[src/sv/emp_pkg.sv]
package emp_pkg;

   typedef enum logic [1:0] {
      OP_NONE = 2'd0,
      OP_MOVE = 2'd1,
      OP_STOP = 2'd2
   } opcode_type;

   localparam logic [1:0] DRIVE_HALT = 2'd0;
   localparam logic [1:0] DRIVE_POS  = 2'd1;
   localparam logic [1:0] DRIVE_NEG  = 2'd2;

   localparam logic [2:0] EV_NONE       = 3'd0;
   localparam logic [2:0] EV_POS_CHANGE = 3'd1;
   localparam logic [2:0] EV_REACHED    = 3'd2;
   localparam logic [2:0] EV_SETTLE     = 3'd3;
   localparam logic [2:0] EV_UNEXPECTED = 3'd4;
   localparam logic [2:0] EV_STALL      = 3'd5;

   localparam logic [1:0] CSR_STALL_TICKS  = 2'd0;
   localparam logic [1:0] CSR_SETTLE_TICKS = 2'd1;

   localparam logic [31:0] STALL_TICKS_RESET  = 32'd1000;
   localparam logic [31:0] SETTLE_TICKS_RESET = 32'd200;

   typedef struct packed {
      logic [31:0] stall_ticks;
      logic [31:0] settle_ticks;
   } cfg_type;

   typedef struct packed {
      logic [31:0] position;
      logic [31:0] target;
      logic [31:0] rest;
      logic        dir_positive;
      logic        moving;
      logic        reached;
      logic [1:0]  drive;
      logic [31:0] since_change;
      logic [31:0] since_reached;
   } state_type;

   typedef struct packed {
      logic [2:0]  event_res;
      logic [31:0] rest_position;
      logic [31:0] position_now;
      logic        in_motion;
      logic        command_accepted;
      logic [1:0]  drive;
   } result_type;

endpackage

[src/sv/emp_csr.sv]
module emp_csr (
   input  logic              clock,
   input  logic              reset,
   input  logic              csr_wr_en,
   input  logic [1:0]        csr_index,
   input  logic [31:0]       csr_wdata,
   output emp_pkg::cfg_type  cfg
);
   import emp_pkg::*;

   logic [31:0] stall_ticks_ff;
   logic [31:0] stall_ticks_in;
   logic [31:0] settle_ticks_ff;
   logic [31:0] settle_ticks_in;

   always_comb begin
      stall_ticks_in  = stall_ticks_ff;
      settle_ticks_in = settle_ticks_ff;
      if (csr_wr_en) begin
         case (csr_index)
            CSR_STALL_TICKS:  stall_ticks_in  = csr_wdata;
            CSR_SETTLE_TICKS: settle_ticks_in = csr_wdata;
            default: ;
         endcase
      end
   end

   always_ff @(posedge clock) begin
      if (reset) begin
         stall_ticks_ff  <= STALL_TICKS_RESET;
         settle_ticks_ff <= SETTLE_TICKS_RESET;
      end else begin
         stall_ticks_ff  <= stall_ticks_in;
         settle_ticks_ff <= settle_ticks_in;
      end
   end

   assign cfg.stall_ticks  = stall_ticks_ff;
   assign cfg.settle_ticks = settle_ticks_ff;

endmodule

[src/sv/emp_step.sv]
module emp_step (
   input  emp_pkg::state_type  cur,
   input  emp_pkg::cfg_type    cfg,
   input  logic [1:0]          opcode,
   input  logic [31:0]         target_position,
   input  logic [31:0]         encoder_count,
   output emp_pkg::state_type  nxt,
   output emp_pkg::result_type res
);
   import emp_pkg::*;

   always_comb begin
      logic accepted;
      logic passed;
      logic [2:0] ev;

      nxt      = cur;
      accepted = 1'b0;
      ev       = EV_NONE;

      // both tick counters saturate at all ones
      nxt.since_change  = (cur.since_change == '1) ? cur.since_change
                                                    : cur.since_change + 32'd1;
      nxt.since_reached = (cur.since_reached == '1) ? cur.since_reached
                                                     : cur.since_reached + 32'd1;

      case (opcode)
         OP_MOVE: begin
            if (!cur.moving) begin
               nxt.moving       = 1'b1;
               nxt.reached      = 1'b0;
               nxt.target       = target_position;
               nxt.dir_positive = $signed(target_position) > $signed(cur.position);
               nxt.drive        = ($signed(target_position) > $signed(cur.position))
                                  ? DRIVE_POS : DRIVE_NEG;
               nxt.since_change = '0;
               accepted         = 1'b1;
            end
         end
         OP_STOP: begin
            if (cur.moving) begin
               nxt.target = cur.position;
               accepted   = 1'b1;
            end
         end
         default: ;
      endcase

      passed = nxt.dir_positive ? ($signed(encoder_count) > $signed(nxt.target))
                                : ($signed(encoder_count) < $signed(nxt.target));

      if (encoder_count != cur.position) begin
         nxt.position     = encoder_count;
         nxt.since_change = '0;
         ev               = EV_POS_CHANGE;
         if (nxt.moving && !nxt.reached) begin
            if (passed) begin
               nxt.reached       = 1'b1;
               nxt.since_reached = '0;
               nxt.drive         = DRIVE_HALT;
               ev                = EV_REACHED;
            end
         end else if (nxt.moving && nxt.reached
                      && nxt.since_reached <= cfg.settle_ticks) begin
            ev = EV_SETTLE;
         end else begin
            nxt.rest = encoder_count;
            ev       = EV_UNEXPECTED;
         end
      end else if (nxt.moving && nxt.since_change > cfg.stall_ticks) begin
         nxt.rest   = cur.position;
         nxt.moving = 1'b0;
         nxt.drive  = DRIVE_HALT;
         ev         = EV_STALL;
      end

      // settle window over: the move ends quietly
      if (nxt.moving && nxt.reached && nxt.since_reached > cfg.settle_ticks) begin
         nxt.moving = 1'b0;
         nxt.rest   = nxt.position;
      end

      res.drive            = nxt.drive;
      res.command_accepted = accepted;
      res.in_motion        = nxt.moving;
      res.position_now     = nxt.position;
      res.rest_position    = nxt.rest;
      res.event_res        = ev;
   end

endmodule

[src/sv/encoder_position_move_controller.sv]
// Encoder positioner with stall detection, one request per motor tick.
// Request channel (req_): tuser carries the opcode (none, move, stop), tdata
// the move target and the encoder sample of the tick. Result channel (rsp_):
// one result per request with bridge drive, accept flag, moving flag, held
// position, rest position and an event code.
// Configuration (csr_): stall and settle tick limits, written while idle;
// an index beyond the two registers is ignored.
// A request taken into the input register is evaluated as a tick, and its
// result is registered in the result register once that register is free or
// being read. Throughput is one request per cycle while the receiver does not
// stall: the controller state feeds straight back from the result stage.
// Reset clears the controller state, drops both pipeline stages and loads the default
// limits (1000 stall ticks, 200 settle ticks).
// When the receiver stalls, the result register holds its value; the input
// register still takes one more request, after which req_tready falls.
module encoder_position_move_controller (
   input  logic        clock,
   input  logic        reset,
   input  logic        req_tvalid,
   output logic        req_tready,
   input  logic [63:0] req_tdata,  // target_position [31:0], encoder_count [63:32]
   input  logic [1:0]  req_tuser,  // opcode [1:0]
   output logic        rsp_tvalid,
   input  logic        rsp_tready,
   // drive [1:0], command_accepted [2], in_motion [3], position_now [35:4],
   // rest_position [67:36], event_res [70:68], zero [71]
   output logic [71:0] rsp_tdata,
   input  logic        csr_wr_en,
   input  logic [1:0]  csr_index,
   input  logic [31:0] csr_wdata
);
   import emp_pkg::*;

   cfg_type    cfg;
   state_type  state_ff;
   state_type  state_in;
   state_type  step_nxt;
   result_type step_res;
   result_type res_ff;
   result_type res_in;

   logic        in_valid_ff;
   logic        in_valid_in;
   logic [1:0]  opcode_ff;
   logic [31:0] target_ff;
   logic [31:0] encoder_ff;
   logic        out_valid_ff;
   logic        out_valid_in;
   logic        advance;
   logic        take;

   emp_csr u_csr (
      .clock     (clock),
      .reset     (reset),
      .csr_wr_en (csr_wr_en),
      .csr_index (csr_index),
      .csr_wdata (csr_wdata),
      .cfg       (cfg)
   );

   emp_step u_step (
      .cur             (state_ff),
      .cfg             (cfg),
      .opcode          (opcode_ff),
      .target_position (target_ff),
      .encoder_count   (encoder_ff),
      .nxt             (step_nxt),
      .res             (step_res)
   );

   assign advance    = in_valid_ff && (!out_valid_ff || rsp_tready);
   assign req_tready = !in_valid_ff || advance;
   assign take       = req_tvalid && req_tready;

   always_comb begin
      in_valid_in  = take ? 1'b1 : (advance ? 1'b0 : in_valid_ff);
      out_valid_in = advance ? 1'b1 : (rsp_tready ? 1'b0 : out_valid_ff);
      state_in     = advance ? step_nxt : state_ff;
      res_in       = advance ? step_res : res_ff;
   end

   always_ff @(posedge clock) begin
      if (reset) begin
         in_valid_ff  <= 1'b0;
         out_valid_ff <= 1'b0;
         state_ff     <= '0;
      end else begin
         in_valid_ff  <= in_valid_in;
         out_valid_ff <= out_valid_in;
         state_ff     <= state_in;
      end
   end

   // payload registers
   always_ff @(posedge clock) begin
      if (take) begin
         opcode_ff  <= req_tuser;
         target_ff  <= req_tdata[31:0];
         encoder_ff <= req_tdata[63:32];
      end
      res_ff <= res_in;
   end

   assign rsp_tvalid = out_valid_ff;
   assign rsp_tdata  = {1'b0, res_ff};

endmodule

[config.mk]
export PLATFORM = sky130hd
export DESIGN_NAME = encoder_position_move_controller
export DESIGN_NICKNAME = d
export VERILOG_FILES = /design/src/sv/emp_pkg.sv /design/src/sv/emp_csr.sv /design/src/sv/emp_step.sv /design/src/sv/encoder_position_move_controller.sv
export SDC_FILE = /design/constraint.sdc
export NUM_CORES = 1
export LEC_CHECK = 0
export ABC_AREA = 1
export BUFFER_PORTS_ARGS = -buffer_cell sky130_fd_sc_hd__clkbuf_2
export CORE_MARGIN = 1
export CORE_UTILIZATION = 33
export CTS_BUF_LIST = sky130_fd_sc_hd__clkbuf_16
export DETAILED_ROUTE_END_ITERATION = 8
export MAX_ROUTING_LAYER = met4
export REMOVE_ABC_BUFFERS = 1
export SYNTH_ARGS = -nofsm -noshare
export SYNTH_HDL_FRONTEND = slang
export SYNTH_SLANG_ARGS = --single-unit
[constraint.sdc]
create_clock -name clock -period 10.6 [get_ports clock]
set_input_delay 1.06 -clock clock [delete_from_list [all_inputs] [get_ports clock]]
set_output_delay 1.06 -clock clock [all_outputs]
set_load 0.1 [all_outputs]
# == Word level (Yosys, flattened, before mapping) ==
# Cells that the tools add are included.
# classes
add_sub_neg,2
order_cmp,6
n_eq_ne,6
muxes,38
n_reduce_logical,18
# ops
cell,count
2-to-1 mux 32 bit,12
> comparator 32 bit,4
2-to-1 mux 37 bit,2
"adder 32 x 1 -> 32 bit, second input constant",2
"equality test 32 bit, second input constant",2
2-to-1 mux 64 bit,1
case mux 32 bit (2 select lines),1
less-or-equal comparator 32 bit,1
< comparator 32 bit,1
inequality test 32 bit,1
2-to-1 mux 3 bit,6
2-to-1 mux 1 bit,11
logical AND 1 bit,8
2-to-1 mux 2 bit,4
"equality test 2 x 1 -> 1 bit, second input constant",2
AND reduction 2 bit,2
nonzero test 2 bit,2
logical NOT 1 bit,3
"equality test 2 bit, second input constant",1
logical NOT 2 bit,1
logical OR 1 bit,2
case mux 1 bit (2 select lines),1
# totals
register_bits,368
inputBits,105
out_inout_bits,74
elab_cells,92

# == Depth between registers and ports, before layout ==
# logic_depth
word_depth,11
mapped_depth,44
depth_no_buf,40

# == By module ==
# From an unflattened synthesis, not the netlist that was laid out.
# unflattened
cells_unflattened,3585
area_unflattened_um2,24649.9
# modules_own_cells
mod,instances,cells_each,area_each_um2,seq_area_each_um2
encoder_position_move_controller,1,1233,11619.9,7457.2
emp_step,1,1956,10323.7,0.0
emp_csr,1,396,2706.3,1281.2

# == Worst setup path before layout ==
# No wires, ideal clock.
# synth_path
path_kind,register -> register
from,register state_ff[67] (netlist name)
to,"register res_ff, in the netlist rsp_tdata[45], data pin"
setup_ps,254
arrival_time_ps,4455
required_ps,10346
setup_slack_ps,5891
path_stages_with_launch,37
path_buffers,5
synth_period_minus_slack_ps,4709
path_cell_list,dfxtp_1 -> clkbuf_1 -> clkbuf_1 -> clkbuf_1 -> a21oi_1 -> o21ai_0 -> a21oi_1 -> a21oi_1 -> ha_1 -> nand2_1 -> inv_1 -> o21ai_0 -> a21oi_1 -> nor2_1 -> nand2_1 -> nand2_1 -> nand2_1 -> nand2_1 -> nand2_1 -> nand3_1 -> nand3_4 -> buf_2 -> nand2_1 -> inv_1 -> ha_1 -> nand2_1 -> o21a_1 -> o221a_2 -> nand2_1 -> nand2_1 -> nand2_1 -> nand2_1 -> nor2_4 -> nand2_8 -> buf_6 -> nand2_1 -> nand2_1
# synth_lines
element,line_no,text
start: declaration,encoder_position_move_controller.sv:35,state_type state_ff;
start signal: assignment,encoder_position_move_controller.sv:90,state_ff <= state_in;
end signal: assignment,encoder_position_move_controller.sv:101,res_ff <= res_in;
end: declaration,encoder_position_move_controller.sv:39,result_type res_ff;

==> metrics.csv <==
metric;value;unit
Starting Density;0.336;
DP Wirelength;44.1;mm
count of buffers from port buffering;177;
Worst setup SP type;flop;
Critical Path RT;11090;ps
DRT iter0 DRCs;1627;
largest net degree at the start of global routing;164;
Mean Syn Cell Area;7.55;sq um
Remaining DRCs;0;
synth unique cells;55;
final worst setup slack;4050;ps
crit path time final;6550;ps
number of global-route vias before repair;17857;
post-cts resize count;0;
post-route ant nets;0;
Final Max Tran Viols;0;
async set-reset flop share out of synthesis;0;
layout cells sized above 1;0.114;
GRT Util Overall;0.195;
YS warnings;0;
top cell type by total area after synthesis;dfxtp_1;
Final setup viols;0;
HP Class;flop to flop;
Post-CTS Setup Inserts;0;
Synth area leaders;dfxtp_1, edfxtp_1, nand2_1, ha_1, a21oi_1;
number of vias per cell;5.07;
Clock Path Buffers;3;
Die W;259;um
clk root buf;clkbuf_16;
critical path type;flop to flop;
Peak Freq;0.153;GHz
Area Growth Syn to Fin;14.0;%
num rows;93;
layout net count;3226;
dpl ws;4100;ps
P_leak;10.6;nW
Peak VDD IR;100;uV
vias;19526;
Clock transition at path regs;60;ps
post-synthesis sequential area ratio;0.401;
final number of hold-violating endpoints;0;
top cell type's share of synthesized area;0.212;
Pwr Density;165;mW/mm^2
CP arrival;7040;ps
synthesized flop and latch total;368;
H-tree depth;2;
Mapped Cells;2889;
CTS buffer count;44;
latest clock arrival within the worst-skew pair;600;ps
initial antenna violation count;4;
# hold bufs at CTS;0;
wire length of the first global-routing pass;100;mm
worst-margin pin slew;1150;ps
Main synth FF type;dfxtp_1;
GPL Wtd Cong;0.934;
CTS Sinks;368;
core box area;0.0648;sq mm
Post-synth EDFFs;137;
Post-Route WL;64.7;mm
CP max-delay cell;dfxtp_4;
Netlist Area Pre-Place;0.0218;sq mm
Final period util;0.618;
max_cap viols;0;
Critical Path Sink Type;flop;
Critical Path Max Stage Delay;1070;ps
die area;0.0671;sq mm
CTS tree;done;
RSZ-0062 raised after global routing;no;
total congestion overflow;0;
HP Start;u_csr.stall_ticks_ff[20];
Worst Skew;19.0;ps
worst-path maximum fanout;132;
Slew headroom;0.233;
worst reg2reg startpoint;state_ff[67];
IO Pins;179;
iteration count of the initial detailed-routing pass;5;
crit path launch;state_ff[67];
drt wl/cell;16.8;um
total negative slack;0;ps
crit-path most repeated cell;nand2_1;
Die H;259;um
status;completed;
==> layer usage <==
metal  global-route usage  wire length [um]  vias to the layer above
li1                     -                 -                     9913
met1                0.264             30700                     8926
met2                0.292             28100                      577
met3               0.0347              4270                      110
met4               0.0626              1730                        0
met5                    -                 0                        -
==> through the flow <==
| step | util | std cells | hold WS [ps] | power (mW) | instance area [sq um] |
|---|---|---|---|---|---|
| finish | 0.384 | 3851 | 463 | 4.09 | 24900 |
| global route | 0.384 | 3851 | 486 | 4.28 | 24900 |
| CTS | 0.383 | 3848 | 469 | 4.13 | 24900 |
| detailed placement | 0.358 | 3766 | 456 | 2.38 | 23200 |
| global placement | 0.358 | 3766 | 455 | 2.37 | 23200 |
| floorplan | - | 2717 | 438 | 2.17 | 21100 |
==> cell usage after synthesis, types with 4 or more instances <==
library cell	count
a22oi_1	12
dfxtp_1	231
nand2_1	608
nor2_1	111
o21ai_0	278
nand3_2	4
xor2_1	22
nand4_1	47
xnor2_1	22
clkbuf_1	136
nand2_2	22
ha_1	164
a21oi_1	402
nor3_2	6
buf_2	18
inv_1	334
edfxtp_1	137
nor3_1	35
a31oi_1	32
nand3_1	161
o211ai_1	12
buf_1	10
nor2_4	4
nor4_1	14
buf_4	5
o21a_1	12
inv_2	9
==> report_power, final <==
part / internal [mW] / switching (mW)
clock: 1.08 / 0.662
sequential: 1.56 / 0.0736
combinational: 0.204 / 0.518
==> logic make-up (layout without fill, tap and decap cells) <==
group	after synthesis	count (layout)	synth area share
buf+inv	517	621	0.0927
flops	368	368	0.401
simple gates	1032	1032	0.210
xor+xnor	45	45	0.0184
compound gates	761	761	0.183
other cells	1	4	0.000172
fa+ha+maj	164	164	0.0941
mux	1	1	0.000459
==> flip-flops by register name, indices dropped and copies added (netlist names), 2 cells and up, named ones only <==
signal	flops
encoder_ff	32
opcode_ff	2
rsp_tdata	71
state_ff	164
target_ff	32
u_csr.settle_ticks_ff	32
u_csr.stall_ticks_ff	32
==> layout by cell type, fill, tap and decap left out, types with 4 or more instances in the layout <==
master / synthesis / routed
nor3_2: 6 / 6
a31oi_1: 32 / 32
nand3_1: 161 / 161
xnor2_1: 22 / 22
edfxtp_1: 137 / 137
nor3_1: 35 / 35
nand2_2: 22 / 23
nand2_1: 608 / 607
clkinv_2: 0 / 8
clkbuf_2: 0 / 177
clkinv_1: 2 / 5
clkbuf_16: 0 / 47
inv_1: 334 / 338
xor2_1: 22 / 22
nor2_4: 4 / 6
ha_1: 164 / 163
dfxtp_1: 231 / 230
nor2_1: 111 / 108
o21a_1: 12 / 12
a21oi_1: 402 / 402
clkinvlp_4: 0 / 5
nand3_2: 4 / 4
nor4_1: 14 / 14
nand4_1: 47 / 47
o21ai_0: 278 / 278
o211ai_1: 12 / 12
a22oi_1: 12 / 12
buf_4: 5 / 17
inv_2: 9 / 9
bufinv_16: 0 / 11
==> critical path, delay by kind of cell, from the launching register on <==
| kind | cells | cell delay [ps] |
|---|---|---|
| simple gates | 23 | 3440 |
| flops | 1 | 1070 |
| fa+ha+maj | 2 | 670 |
| buf+inv | 3 | 610 |
| compound gates | 3 | 560 |
==> worst paths after layout <==
path,endpoint,slack (ps),cells past startpoint
setup / recovery,state_ff[78],4050,31
setup reg to reg,state_ff[78],4050,31
hold reg to reg,u_csr.stall_ticks_ff[20],460,2
hold / removal,u_csr.stall_ticks_ff[20],460,2
==> layout make-up <==
cell class                 instances  area, sq um
inverter                         345         1310
multi-input combinational       2004        11100
clock inverter                    35          480
timing repair buffer             194         1010
tap                              855         1070
fill                            6630        40000
antenna                            3         7.51
clock buffer                      47         1180
sequential                       368         8740
(Power assumes the default switching activity.)
